==> config.mk <==
export PLATFORM = sky130hd
export DESIGN_NAME = relay_timer_adaptive_lockout_flat
export DESIGN_NICKNAME = d
export VERILOG_FILES = /design/src/design/rtal_pkg.sv /design/src/design/rtal_intf.sv /design/src/design/relay_timer_adaptive_lockout.sv /design/src/design/rtal_cfg.sv /design/src/design/rtal_ctrl.sv /design/src/design/rtal_dp.sv /design/src/flat_wrapper.sv
export SDC_FILE = /design/constraint.sdc
export NUM_CORES = 1
export LEC_CHECK = 0
export BUFFER_PORTS_ARGS = -buffer_cell sky130_fd_sc_hd__buf_2
export CAP_MARGIN = 10
export CORE_ASPECT_RATIO = 0.9
export CORE_UTILIZATION = 40
export DETAILED_ROUTE_END_ITERATION = 12
export PLACE_DENSITY_LB_ADDON = 0.3
export SETUP_SLACK_MARGIN = 0.5
export SKIP_LAST_GASP = 1
export SLEW_MARGIN = 20
export SYNTH_ARGS = -nofsm -noshare
export SYNTH_HDL_FRONTEND = slang
export SYNTH_SLANG_ARGS = --single-unit
==> constraint.sdc <==
create_clock -name i_clk -period 10.2 [get_ports i_clk]
set_input_delay 1.53 -clock i_clk [delete_from_list [all_inputs] [get_ports i_clk]]
set_output_delay 1.53 -clock i_clk [all_outputs]
set_load 0.05 [all_outputs]
==> src/design/rtal_pkg.sv <==
package rtal_pkg;

    localparam int RELAYS_DEF = 4;
    localparam int IDX_W      = 4;
    localparam int SEC_W      = 32;
    localparam int LOCK_W     = 16;
    localparam int MASK_W     = 4;
    localparam int CFG_IDX_W  = 3;
    localparam int CFG_DATA_W = 32;

    localparam logic [LOCK_W-1:0] MIN_LOCK_RST  = 16'd1;
    localparam logic [LOCK_W-1:0] MAX_LOCK_RST  = 16'(10 * 60);
    localparam logic [LOCK_W-1:0] GAP_FAST_RST  = 16'd5;
    localparam logic [LOCK_W-1:0] GAP_MID_RST   = 16'd10;
    localparam logic [LOCK_W-1:0] GAP_SLOW_RST  = 16'd60;
    localparam logic [SEC_W-1:0]  GAP_RESET_RST = 32'(30 * 60);
    localparam logic [LOCK_W-1:0] INC_RST       = 16'd1;

    localparam logic [LOCK_W:0] STEP_FAST = 17'd3;
    localparam logic [LOCK_W:0] STEP_MID  = 17'd2;
    localparam logic [LOCK_W:0] STEP_SLOW = 17'd1;

    typedef enum logic [CFG_IDX_W-1:0] {
        CFG_MIN_LOCK  = 3'd0,
        CFG_MAX_LOCK  = 3'd1,
        CFG_GAP_FAST  = 3'd2,
        CFG_GAP_MID   = 3'd3,
        CFG_GAP_SLOW  = 3'd4,
        CFG_GAP_RESET = 3'd5
    } t_cfg_idx;

    typedef enum logic [1:0] {
        S_IDLE,
        S_RUN,
        S_REPORT
    } t_state;

    typedef enum logic [2:0] {
        GAP_FAST,
        GAP_MID,
        GAP_SLOW,
        GAP_RESET,
        GAP_KEEP
    } t_gap;

    typedef struct packed {
        logic [LOCK_W-1:0] min_lock;
        logic [LOCK_W-1:0] max_lock;
        logic [LOCK_W-1:0] gap_fast;
        logic [LOCK_W-1:0] gap_mid;
        logic [LOCK_W-1:0] gap_slow;
        logic [SEC_W-1:0]  gap_reset;
    } t_cfg;

    typedef struct packed {
        logic             in_ready;
        logic             load;
        logic             rd_en;
        logic             rd_use_idx;
        logic [IDX_W-1:0] rd_cnt;
        logic             wr_en;
        logic             report;
    } t_cmd;

    typedef struct packed {
        logic in_valid;
        logic is_tick;
        logic idx_valid;
        logic out_free;
    } t_status;

endpackage

==> src/design/rtal_intf.sv <==
interface rtal_req_if;
    import rtal_pkg::*;
    logic             valid;
    logic             ready;
    logic             req_type;
    logic [IDX_W-1:0] relay_index;
    logic [SEC_W-1:0] seconds;

    modport source(output valid, req_type, relay_index, seconds, input ready);
    modport sink(input valid, req_type, relay_index, seconds, output ready);
endinterface

interface rtal_res_if;
    import rtal_pkg::*;
    logic              valid;
    logic              ready;
    logic [MASK_W-1:0] relay_on_mask;
    logic [SEC_W-1:0]  remaining_sec;
    logic [LOCK_W-1:0] lock_left_sec;
    logic              index_valid;

    modport source(output valid, relay_on_mask, remaining_sec, lock_left_sec, index_valid,
                   input ready);
    modport sink(input valid, relay_on_mask, remaining_sec, lock_left_sec, index_valid,
                 output ready);
endinterface

interface rtal_cfg_if;
    import rtal_pkg::*;
    logic                  valid;
    logic                  ready;
    logic [CFG_IDX_W-1:0]  index;
    logic [CFG_DATA_W-1:0] data;

    modport source(output valid, index, data, input ready);
    modport sink(input valid, index, data, output ready);
endinterface

==> src/design/relay_timer_adaptive_lockout.sv <==
// Relay on-timers with adaptive anti-chatter lockout. A tick request advances the
// seconds clock and visits every relay in turn; a set request loads one relay's
// on-time. One request is handled at a time, each giving exactly one result that
// reflects the state afterwards. A tick updates every relay, a set only the addressed
// one, or none if its index is out of range. The result register is loaded after the
// last update; the next request can be taken in the cycle after that. The per-relay
// state is read and written through one shared read/update pipeline, one relay per
// cycle. The result sits in an output register, so the next request is taken while it
// waits; a result still untaken when the next one is due holds the block until the
// output is accepted. Timing registers are written on the configuration channel
// (index 0 to 5) by the user only while idle; the block itself does not enforce this.
module relay_timer_adaptive_lockout #(
    parameter int RELAYS = rtal_pkg::RELAYS_DEF
) (
    input  logic       i_clk,
    input  logic       i_rst_n,
    rtal_req_if.sink   i_req,
    rtal_res_if.source o_res,
    rtal_cfg_if.sink   i_cfg
);
    import rtal_pkg::*;

    t_cfg    w_cfg;
    t_cmd    w_cmd;
    t_status w_st;

    rtal_cfg u_cfg (
        .i_clk   (i_clk),
        .i_rst_n (i_rst_n),
        .i_cfg   (i_cfg),
        .o_cfg   (w_cfg)
    );

    rtal_ctrl #(
        .RELAYS (RELAYS)
    ) u_ctrl (
        .i_clk   (i_clk),
        .i_rst_n (i_rst_n),
        .i_st    (w_st),
        .o_cmd   (w_cmd)
    );

    rtal_dp #(
        .RELAYS (RELAYS)
    ) u_dp (
        .i_clk   (i_clk),
        .i_rst_n (i_rst_n),
        .i_cfg   (w_cfg),
        .i_cmd   (w_cmd),
        .o_st    (w_st),
        .i_req   (i_req),
        .o_res   (o_res)
    );

`ifndef ASSERT_OFF
    a_one_at_a_time: assert property (@(posedge i_clk) disable iff (!i_rst_n)
        (i_req.valid && i_req.ready) |=> !i_req.ready)
        else $error("request accepted while another is in progress");

    a_report_room: assert property (@(posedge i_clk) disable iff (!i_rst_n)
        w_cmd.report |-> (!o_res.valid || o_res.ready))
        else $error("result written over one not yet taken");

    a_write_follows_read: assert property (@(posedge i_clk) disable iff (!i_rst_n)
        w_cmd.wr_en |-> $past(w_cmd.rd_en))
        else $error("relay update without a preceding read");

    a_no_read_when_idle: assert property (@(posedge i_clk) disable iff (!i_rst_n)
        w_cmd.in_ready |-> (!w_cmd.rd_en && !w_cmd.wr_en && !w_cmd.report))
        else $error("relay access while idle");
`endif

endmodule

==> src/design/rtal_cfg.sv <==
module rtal_cfg (
    input  logic          i_clk,
    input  logic          i_rst_n,
    rtal_cfg_if.sink      i_cfg,
    output rtal_pkg::t_cfg o_cfg
);
    import rtal_pkg::*;

    t_cfg r_cfg;

    assign i_cfg.ready = 1'b1;
    assign o_cfg       = r_cfg;

    always_ff @(posedge i_clk) begin
        if (!i_rst_n) begin
            r_cfg.min_lock  <= MIN_LOCK_RST;
            r_cfg.max_lock  <= MAX_LOCK_RST;
            r_cfg.gap_fast  <= GAP_FAST_RST;
            r_cfg.gap_mid   <= GAP_MID_RST;
            r_cfg.gap_slow  <= GAP_SLOW_RST;
            r_cfg.gap_reset <= GAP_RESET_RST;
        end else if (i_cfg.valid) begin
            case (t_cfg_idx'(i_cfg.index))
                CFG_MIN_LOCK:  r_cfg.min_lock  <= i_cfg.data[LOCK_W-1:0];
                CFG_MAX_LOCK:  r_cfg.max_lock  <= i_cfg.data[LOCK_W-1:0];
                CFG_GAP_FAST:  r_cfg.gap_fast  <= i_cfg.data[LOCK_W-1:0];
                CFG_GAP_MID:   r_cfg.gap_mid   <= i_cfg.data[LOCK_W-1:0];
                CFG_GAP_SLOW:  r_cfg.gap_slow  <= i_cfg.data[LOCK_W-1:0];
                CFG_GAP_RESET: r_cfg.gap_reset <= i_cfg.data[SEC_W-1:0];
                default: ;
            endcase
        end
    end

endmodule

==> src/design/rtal_ctrl.sv <==
module rtal_ctrl #(
    parameter int RELAYS = rtal_pkg::RELAYS_DEF
) (
    input  logic              i_clk,
    input  logic              i_rst_n,
    input  rtal_pkg::t_status i_st,
    output rtal_pkg::t_cmd    o_cmd
);
    import rtal_pkg::*;

    localparam int CNT_W = $clog2(RELAYS + 1);

    t_state             r_state, n_state;
    logic [CNT_W-1:0]   r_cnt, n_cnt;
    logic [CNT_W-1:0]   w_nvis;
    logic               r_wr_en;
    logic               w_rd_en;

    // relays to visit: all of them on a tick, the addressed one on a set
    always_comb begin
        if (i_st.is_tick) begin
            w_nvis = CNT_W'(RELAYS);
        end else if (i_st.idx_valid) begin
            w_nvis = CNT_W'(1);
        end else begin
            w_nvis = '0;
        end
    end

    assign w_rd_en = (r_state == S_RUN) && (r_cnt < w_nvis);

    always_comb begin
        n_state = r_state;
        n_cnt   = r_cnt;
        case (r_state)
            S_IDLE: begin
                if (i_st.in_valid) begin
                    n_state = S_RUN;
                    n_cnt   = '0;
                end
            end
            S_RUN: begin
                if (w_rd_en) begin
                    n_cnt = r_cnt + CNT_W'(1);
                end else begin
                    n_state = S_REPORT;
                end
            end
            S_REPORT: begin
                if (i_st.out_free) begin
                    n_state = S_IDLE;
                end
            end
            default: n_state = S_IDLE;
        endcase
    end

    always_comb begin
        o_cmd            = '0;
        o_cmd.wr_en      = r_wr_en;
        o_cmd.rd_cnt     = IDX_W'(r_cnt);
        case (r_state)
            S_IDLE: begin
                o_cmd.in_ready = 1'b1;
                o_cmd.load     = i_st.in_valid;
            end
            S_RUN: begin
                o_cmd.rd_en      = w_rd_en;
                o_cmd.rd_use_idx = !i_st.is_tick;
            end
            S_REPORT: begin
                o_cmd.rd_use_idx = 1'b1;
                o_cmd.report     = i_st.out_free;
            end
            default: ;
        endcase
    end

    always_ff @(posedge i_clk) begin
        if (!i_rst_n) begin
            r_state <= S_IDLE;
            r_cnt   <= '0;
            r_wr_en <= 1'b0;
        end else begin
            r_state <= n_state;
            r_cnt   <= n_cnt;
            r_wr_en <= w_rd_en;
        end
    end

endmodule

==> src/design/rtal_dp.sv <==
module rtal_dp #(
    parameter int RELAYS = rtal_pkg::RELAYS_DEF
) (
    input  logic              i_clk,
    input  logic              i_rst_n,
    input  rtal_pkg::t_cfg    i_cfg,
    input  rtal_pkg::t_cmd    i_cmd,
    output rtal_pkg::t_status o_st,
    rtal_req_if.sink          i_req,
    rtal_res_if.source        o_res
);
    import rtal_pkg::*;

    localparam int AW = (RELAYS > 1) ? $clog2(RELAYS) : 1;
    localparam logic [IDX_W:0] RELAYS_L = (IDX_W + 1)'(RELAYS);

    // latched request and seconds clock
    logic [SEC_W-1:0]  r_clock;
    logic              r_type;
    logic [IDX_W-1:0]  r_idx;
    logic [SEC_W-1:0]  r_secs;

    // per-relay state
    logic [RELAYS-1:0] r_on;
    logic [SEC_W-1:0]  r_last [RELAYS];
    logic [SEC_W-1:0]  r_rem  [RELAYS];
    logic [LOCK_W-1:0] r_lock [RELAYS];
    logic [LOCK_W-1:0] r_inc  [RELAYS];

    // read stage
    logic [AW-1:0]     r_s1_addr;
    logic              r_s1_on;
    logic [SEC_W-1:0]  r_s1_rem;
    logic [LOCK_W-1:0] r_s1_lock;
    logic [LOCK_W-1:0] r_s1_inc;
    t_gap              r_s1_gap;

    // output register
    logic              r_out_valid;
    logic [MASK_W-1:0] r_out_mask;
    logic [SEC_W-1:0]  r_out_rem;
    logic [LOCK_W-1:0] r_out_lock;
    logic              r_out_iv;

    logic              w_is_tick;
    logic              w_idx_valid;
    logic [AW-1:0]     w_addr;
    logic [SEC_W-1:0]  w_gap;
    t_gap              w_gap_cls;
    logic [MASK_W-1:0] w_mask;

    logic [LOCK_W-1:0] w_lock_dec;
    logic [SEC_W-1:0]  w_rem_n;
    logic              w_try;
    logic              w_sw_on;
    logic [LOCK_W:0]   w_v;
    logic [LOCK_W:0]   w_v_hi;
    logic [LOCK_W-1:0] w_inc_n;
    logic              w_on_n;
    logic [LOCK_W-1:0] w_lock_n;

    assign w_is_tick   = !r_type;
    assign w_idx_valid = {1'b0, r_idx} < RELAYS_L;
    assign w_addr      = i_cmd.rd_use_idx ? r_idx[AW-1:0] : i_cmd.rd_cnt[AW-1:0];

    assign i_req.ready  = i_cmd.in_ready;
    assign o_st.in_valid  = i_req.valid;
    assign o_st.is_tick   = w_is_tick;
    assign o_st.idx_valid = w_idx_valid;
    assign o_st.out_free  = !r_out_valid || o_res.ready;

    // gap classed in the read stage so the write stage only adds and clamps
    assign w_gap = r_clock - r_last[w_addr];

    always_comb begin
        if (w_gap < {16'b0, i_cfg.gap_fast}) begin
            w_gap_cls = GAP_FAST;
        end else if (w_gap < {16'b0, i_cfg.gap_mid}) begin
            w_gap_cls = GAP_MID;
        end else if (w_gap < {16'b0, i_cfg.gap_slow}) begin
            w_gap_cls = GAP_SLOW;
        end else if (w_gap > i_cfg.gap_reset) begin
            w_gap_cls = GAP_RESET;
        end else begin
            w_gap_cls = GAP_KEEP;
        end
    end

    // write stage
    always_comb begin
        w_lock_dec = r_s1_lock;
        if (w_is_tick && (r_s1_lock != '0)) begin
            w_lock_dec = r_s1_lock - LOCK_W'(1);
        end

        if (w_is_tick) begin
            w_try   = (r_s1_rem != '0);
            w_rem_n = w_try ? (r_s1_rem - SEC_W'(1)) : r_s1_rem;
        end else begin
            // a set is refused while the relay is out of time and still locked
            w_rem_n = ((r_s1_rem != '0) || (r_s1_lock == '0)) ? r_secs : r_s1_rem;
            w_try   = (w_rem_n != '0);
        end

        w_sw_on = w_try && !r_s1_on && (w_lock_dec == '0);

        case (r_s1_gap)
            GAP_FAST:  w_v = {1'b0, r_s1_inc} + STEP_FAST;
            GAP_MID:   w_v = {1'b0, r_s1_inc} + STEP_MID;
            GAP_SLOW:  w_v = {1'b0, r_s1_inc} + STEP_SLOW;
            GAP_RESET: w_v = {1'b0, i_cfg.min_lock};
            default:   w_v = {1'b0, r_s1_inc};
        endcase

        w_v_hi  = (w_v > {1'b0, i_cfg.max_lock}) ? {1'b0, i_cfg.max_lock} : w_v;
        w_inc_n = (w_v_hi < {1'b0, i_cfg.min_lock}) ? i_cfg.min_lock : w_v_hi[LOCK_W-1:0];

        w_on_n   = w_try ? (r_s1_on || w_sw_on) : 1'b0;
        w_lock_n = w_sw_on ? w_inc_n : w_lock_dec;
    end

    always_comb begin
        w_mask = '0;
        for (int i = 0; i < MASK_W; i++) begin
            if (i < RELAYS) begin
                w_mask[i] = r_on[i];
            end
        end
    end

    always_ff @(posedge i_clk) begin
        if (!i_rst_n) begin
            r_clock <= '0;
            r_type  <= 1'b0;
            r_idx   <= '0;
            r_secs  <= '0;
            r_on    <= '0;
            for (int i = 0; i < RELAYS; i++) begin
                r_last[i] <= '0;
                r_rem[i]  <= '0;
                r_lock[i] <= '0;
                r_inc[i]  <= INC_RST;
            end
        end else begin
            if (i_cmd.load) begin
                r_type <= i_req.req_type;
                r_idx  <= i_req.relay_index;
                r_secs <= i_req.seconds;
                if (!i_req.req_type) begin
                    r_clock <= r_clock + SEC_W'(1);
                end
            end
            if (i_cmd.wr_en) begin
                r_on[r_s1_addr]   <= w_on_n;
                r_rem[r_s1_addr]  <= w_rem_n;
                r_lock[r_s1_addr] <= w_lock_n;
                if (w_sw_on) begin
                    r_inc[r_s1_addr]  <= w_inc_n;
                    r_last[r_s1_addr] <= r_clock;
                end
            end
        end
    end

    always_ff @(posedge i_clk) begin
        if (i_cmd.rd_en) begin
            r_s1_addr <= w_addr;
            r_s1_on   <= r_on[w_addr];
            r_s1_rem  <= r_rem[w_addr];
            r_s1_lock <= r_lock[w_addr];
            r_s1_inc  <= r_inc[w_addr];
            r_s1_gap  <= w_gap_cls;
        end
    end

    always_ff @(posedge i_clk) begin
        if (!i_rst_n) begin
            r_out_valid <= 1'b0;
        end else if (i_cmd.report) begin
            r_out_valid <= 1'b1;
        end else if (o_res.ready) begin
            r_out_valid <= 1'b0;
        end
    end

    always_ff @(posedge i_clk) begin
        if (i_cmd.report) begin
            r_out_mask <= w_mask;
            r_out_iv   <= w_idx_valid;
            r_out_rem  <= w_idx_valid ? r_rem[w_addr] : '0;
            r_out_lock <= w_idx_valid ? r_lock[w_addr] : '0;
        end
    end

    assign o_res.valid         = r_out_valid;
    assign o_res.relay_on_mask = r_out_mask;
    assign o_res.remaining_sec = r_out_rem;
    assign o_res.lock_left_sec = r_out_lock;
    assign o_res.index_valid   = r_out_iv;

endmodule

==> src/flat_wrapper.sv <==
// flat-port wrapper written by rule: the top's interface ports become plain ports
module relay_timer_adaptive_lockout_flat import rtal_pkg::*;
#(
    parameter int RELAYS = rtal_pkg::RELAYS_DEF
)
  (i_clk, i_rst_n, i_req_valid, i_req_req_type, i_req_relay_index, i_req_seconds, i_req_ready, o_res_valid, o_res_relay_on_mask, o_res_remaining_sec, o_res_lock_left_sec, o_res_index_valid, o_res_ready, i_cfg_valid, i_cfg_index, i_cfg_data, i_cfg_ready);
  rtal_req_if i_req_i ();
  rtal_res_if o_res_i ();
  rtal_cfg_if i_cfg_i ();
  input  logic i_clk;
  input  logic i_rst_n;
  input wire logic [$bits(i_req_i.valid)-1:0] i_req_valid;
  input wire logic [$bits(i_req_i.req_type)-1:0] i_req_req_type;
  input wire logic [$bits(i_req_i.relay_index)-1:0] i_req_relay_index;
  input wire logic [$bits(i_req_i.seconds)-1:0] i_req_seconds;
  output wire logic [$bits(i_req_i.ready)-1:0] i_req_ready;
  output wire logic [$bits(o_res_i.valid)-1:0] o_res_valid;
  output wire logic [$bits(o_res_i.relay_on_mask)-1:0] o_res_relay_on_mask;
  output wire logic [$bits(o_res_i.remaining_sec)-1:0] o_res_remaining_sec;
  output wire logic [$bits(o_res_i.lock_left_sec)-1:0] o_res_lock_left_sec;
  output wire logic [$bits(o_res_i.index_valid)-1:0] o_res_index_valid;
  input wire logic [$bits(o_res_i.ready)-1:0] o_res_ready;
  input wire logic [$bits(i_cfg_i.valid)-1:0] i_cfg_valid;
  input wire logic [$bits(i_cfg_i.index)-1:0] i_cfg_index;
  input wire logic [$bits(i_cfg_i.data)-1:0] i_cfg_data;
  output wire logic [$bits(i_cfg_i.ready)-1:0] i_cfg_ready;
  assign i_req_i.valid = i_req_valid;
  assign i_req_i.req_type = i_req_req_type;
  assign i_req_i.relay_index = i_req_relay_index;
  assign i_req_i.seconds = i_req_seconds;
  assign i_req_ready = i_req_i.ready;
  assign o_res_valid = o_res_i.valid;
  assign o_res_relay_on_mask = o_res_i.relay_on_mask;
  assign o_res_remaining_sec = o_res_i.remaining_sec;
  assign o_res_lock_left_sec = o_res_i.lock_left_sec;
  assign o_res_index_valid = o_res_i.index_valid;
  assign o_res_i.ready = o_res_ready;
  assign i_cfg_i.valid = i_cfg_valid;
  assign i_cfg_i.index = i_cfg_index;
  assign i_cfg_i.data = i_cfg_data;
  assign i_cfg_ready = i_cfg_i.ready;
  relay_timer_adaptive_lockout #(.RELAYS(RELAYS)) u_core (.i_clk(i_clk), .i_rst_n(i_rst_n), .i_req(i_req_i), .o_res(o_res_i), .i_cfg(i_cfg_i));
endmodule
==> metrics.txt <==
Worst R2R Start=u_core.u_dp.r_s1_gap[2]$_SDFFCE_PP0P_; Syn Nets=3,421; WHS=0.4638 ns; Routed WL=91,310 um; area of the mapped netlist=34,800 sq um; syn avg cell area=10.90 sq um; Horiz. Die Dim=312.9 um; vias in the first global route=23,380; Worst Clk Skew=0.02352 ns; most frequent cells in the layout=edfxtp_1, nand2_1, nor2_1; area growth from synthesis to final layout=12.94%; setup tns final=0 ns; Pwr Density=220.2 nW/um^2; CTS tree=built; Slew Limit Fails=0; gr usage total=0.2058; total CTS buffers=78; CTS max path bufs=3; H-tree depth=3; Crit Path Max Fanout=26; CTS Hold Bufs=0; vias per cell=5.394; worst hold path class=reg2reg; antenna violations before repair=2; CP Data Required Time=10.55 ns; largest family of logic cells by synthesized area=simple AND/OR/NAND/NOR gates; Final period util=0.8106; adder-cell share of the synthesized area=0.05508; Post-DRT Antenna Nets=0; setup violators final=0; # rows=102; crit path capture=u_core.u_dp.r_lock[1][4]$_SDFFCE_PN0P_; die area=88,190 sq um; critical path's slowest cell=edfxtp_1; CP peak stage delay=0.89 ns; port bufs=131; Async SR Flop Fraction=0; Critical Path Start=u_core.u_dp.r_s1_gap[2]$_SDFFCE_PP0P_; outcome=finished, final reports clean; clk_lat worst skew=0.63 ns; compound-gate portion of the synthesized area=0.1019; grt ovf=0; Final min period=8.268 ns; sequential-to-total area share from yosys stat=0.5479; mux share of post-synthesis cell area=0.07151; first-pass GRT wire length=139,900 um; r2r setup slk=1.93 ns; Top FF cell, synth=edfxtp_1; Root Driver=clkbuf_16; starting density of the core=0.4040; routed length per placed instance=20.29 um; Synth Area in Simple Gates=0.1557; hpwl dp=60,040 um; R2R cell count=31; max cap viols=0; Startpoint Class=flip-flop; Yosys reg bits=699; distinct cell type count after synthesis=75; Leak=14.47 nW; Post-synth EDFFs=507; largest net degree at the start of global routing=110; Clock transition at path regs=0.06 ns; Synth warnings=0; core footprint=86,150 sq um; most common cell after layout, fill and taps aside=edfxtp_1; nets=3,520; R2R Path End=u_core.u_dp.r_lock[1][4]$_SDFFCE_PN0P_; fraction of synthesized cell area in xor and xnor cells=0.02617; critical path's most frequent cell=a21o_1; initial drt markers=2,015; crit end category=flip-flop; Boundary Pins=133; Fin. Hold Viols=0; peak supply drop=0.0001139 V; RePlAce Congestion=0.9050; # fillers=7,996; CP Data Arrival Time=8.62 ns; worst rel slew slack=0.3305; Gates resized, CTS repair=0; Die Y=281.8 um; clock sinks=699; share of layout cells above drive strength 1=0.1329; first drt pass iteration count=5; RSZ-0062 raised after global routing=false; synthesized instance count=3,192; critical path type=reg2reg; pre-CTS WS=2.088 ns; post-CTS setup buffers=0; via count=24,270; # DRC=0; worst slew pin tran=1.004 ns; worst setup margin=1.932 ns; f_max=0.1210 GHz
-- final cells by class --
| class | instances | area, sq um | share of cell area |
|---|---|---|---|
| clock buffers | 104 | 2143 | 0.05453 |
| inverters | 231 | 867.1 | 0.02206 |
| diodes | 1 | 2.502 | 0.00006367 |
| well taps | 1144 | 1431 | 0.03642 |
| flip-flops and latches | 699 | 19070 | 0.4852 |
| multi-input cells | 2115 | 14390 | 0.3662 |
| clock inverters | 40 | 473.0 | 0.01203 |
| repair buffers | 166 | 924.6 | 0.02353 |
-- per-layer routing --
metal / wire length, um / up-vias / global-route usage
li1: - / 11490 / -
met1: 40610 / 11970 / 0.2827
met2: 43540 / 678 / 0.3413
met3: 5119 / 134 / 0.02905
met4: 2025 / 2 / 0.05366
met5: 13 / - / 0
-- worst max-delay path: cells and delay by family, from the launching register on --
kind	cells	cell delay, ns
mux	1	0.69
fa+ha+maj	3	0.94
simple gates	7	1.21
buf+inv	3	0.68
flops	1	0.89
compound gates	17	3.53
-- state kept, by name, indices dropped and copies added (netlist names), 64 cells and up --
register	cells
u_core.u_dp.r_last	128
u_core.u_dp.r_lock	64
u_core.u_cfg.o_cfg	112
u_core.u_dp.r_inc	64
u_core.u_dp.r_rem	128
-- through the flow --
stage	area, sq um	utilization	power [W]	std cells
after floorplan	34800	-	0.005137	3192
after global placement	36690	0.4259	0.005791	4355
after detailed placement	36690	0.4259	0.005802	4355
after CTS	39300	0.4562	0.008721	4499
after global routing	39300	0.4562	0.009053	4499
final	39300	0.4563	0.008654	4500
-- where the power goes --
part	internal [W]	leakage [nW]	switching, W
logic	0.000771	6.64	0.00140
clock network	0.00174	1.28	0.00118
registers	0.00338	6.55	0.000193
total	0.00589	14.5	0.00277
-- Yosys cell counts, types with 69 or more instances --
master | n | area (sq um)
edfxtp_1 | 507 | 15220
nand2_1 | 471 | 1768
nor2_1 | 352 | 1321
inv_1 | 230 | 863.3
dfxtp_1 | 192 | 3844
ha_1 | 150 | 1877
a21boi_0 | 144 | 1081
and2_1 | 126 | 788.3
clkbuf_1 | 123 | 461.7
a21oi_1 | 104 | 520.5
o21ai_0 | 98 | 490.5
mux4_2 | 97 | 2185
xnor2_1 | 69 | 604.3
-- worst min path at each step --
stage	to	start	slack [ns]	cells past startpoint
finish	u_core.u_cfg.o_cfg[88]$_SDFFE_PN0P_	u_core.u_cfg.o_cfg[88]$_SDFFE_PN0P_	0.46	2
global route	u_core.u_cfg.o_cfg[27]$_SDFFE_PN0P_	u_core.u_cfg.o_cfg[27]$_SDFFE_PN0P_	0.48	2
CTS	u_core.u_cfg.o_cfg[27]$_SDFFE_PN0P_	u_core.u_cfg.o_cfg[27]$_SDFFE_PN0P_	0.47	2
detailed placement	u_core.u_cfg.o_cfg[64]$_SDFFE_PN1P_	u_core.u_cfg.o_cfg[64]$_SDFFE_PN1P_	0.45	2
global placement	u_core.u_cfg.o_cfg[59]$_SDFFE_PN0P_	u_core.u_cfg.o_cfg[59]$_SDFFE_PN0P_	0.45	2
floorplan	u_core.u_dp.o_res.relay_on_mask[3]$_DFFE_PP_	u_core.u_dp.r_on[3]$_SDFFE_PN0P_	0.42	0
-- cell families after synthesis --
family	after synthesis
buf+inv	378
flops	699
other cells	1
mux	125
compound gates	533
xor+xnor	104
fa+ha+maj	152
simple gates	1200
(Power assumes the default switching activity.)
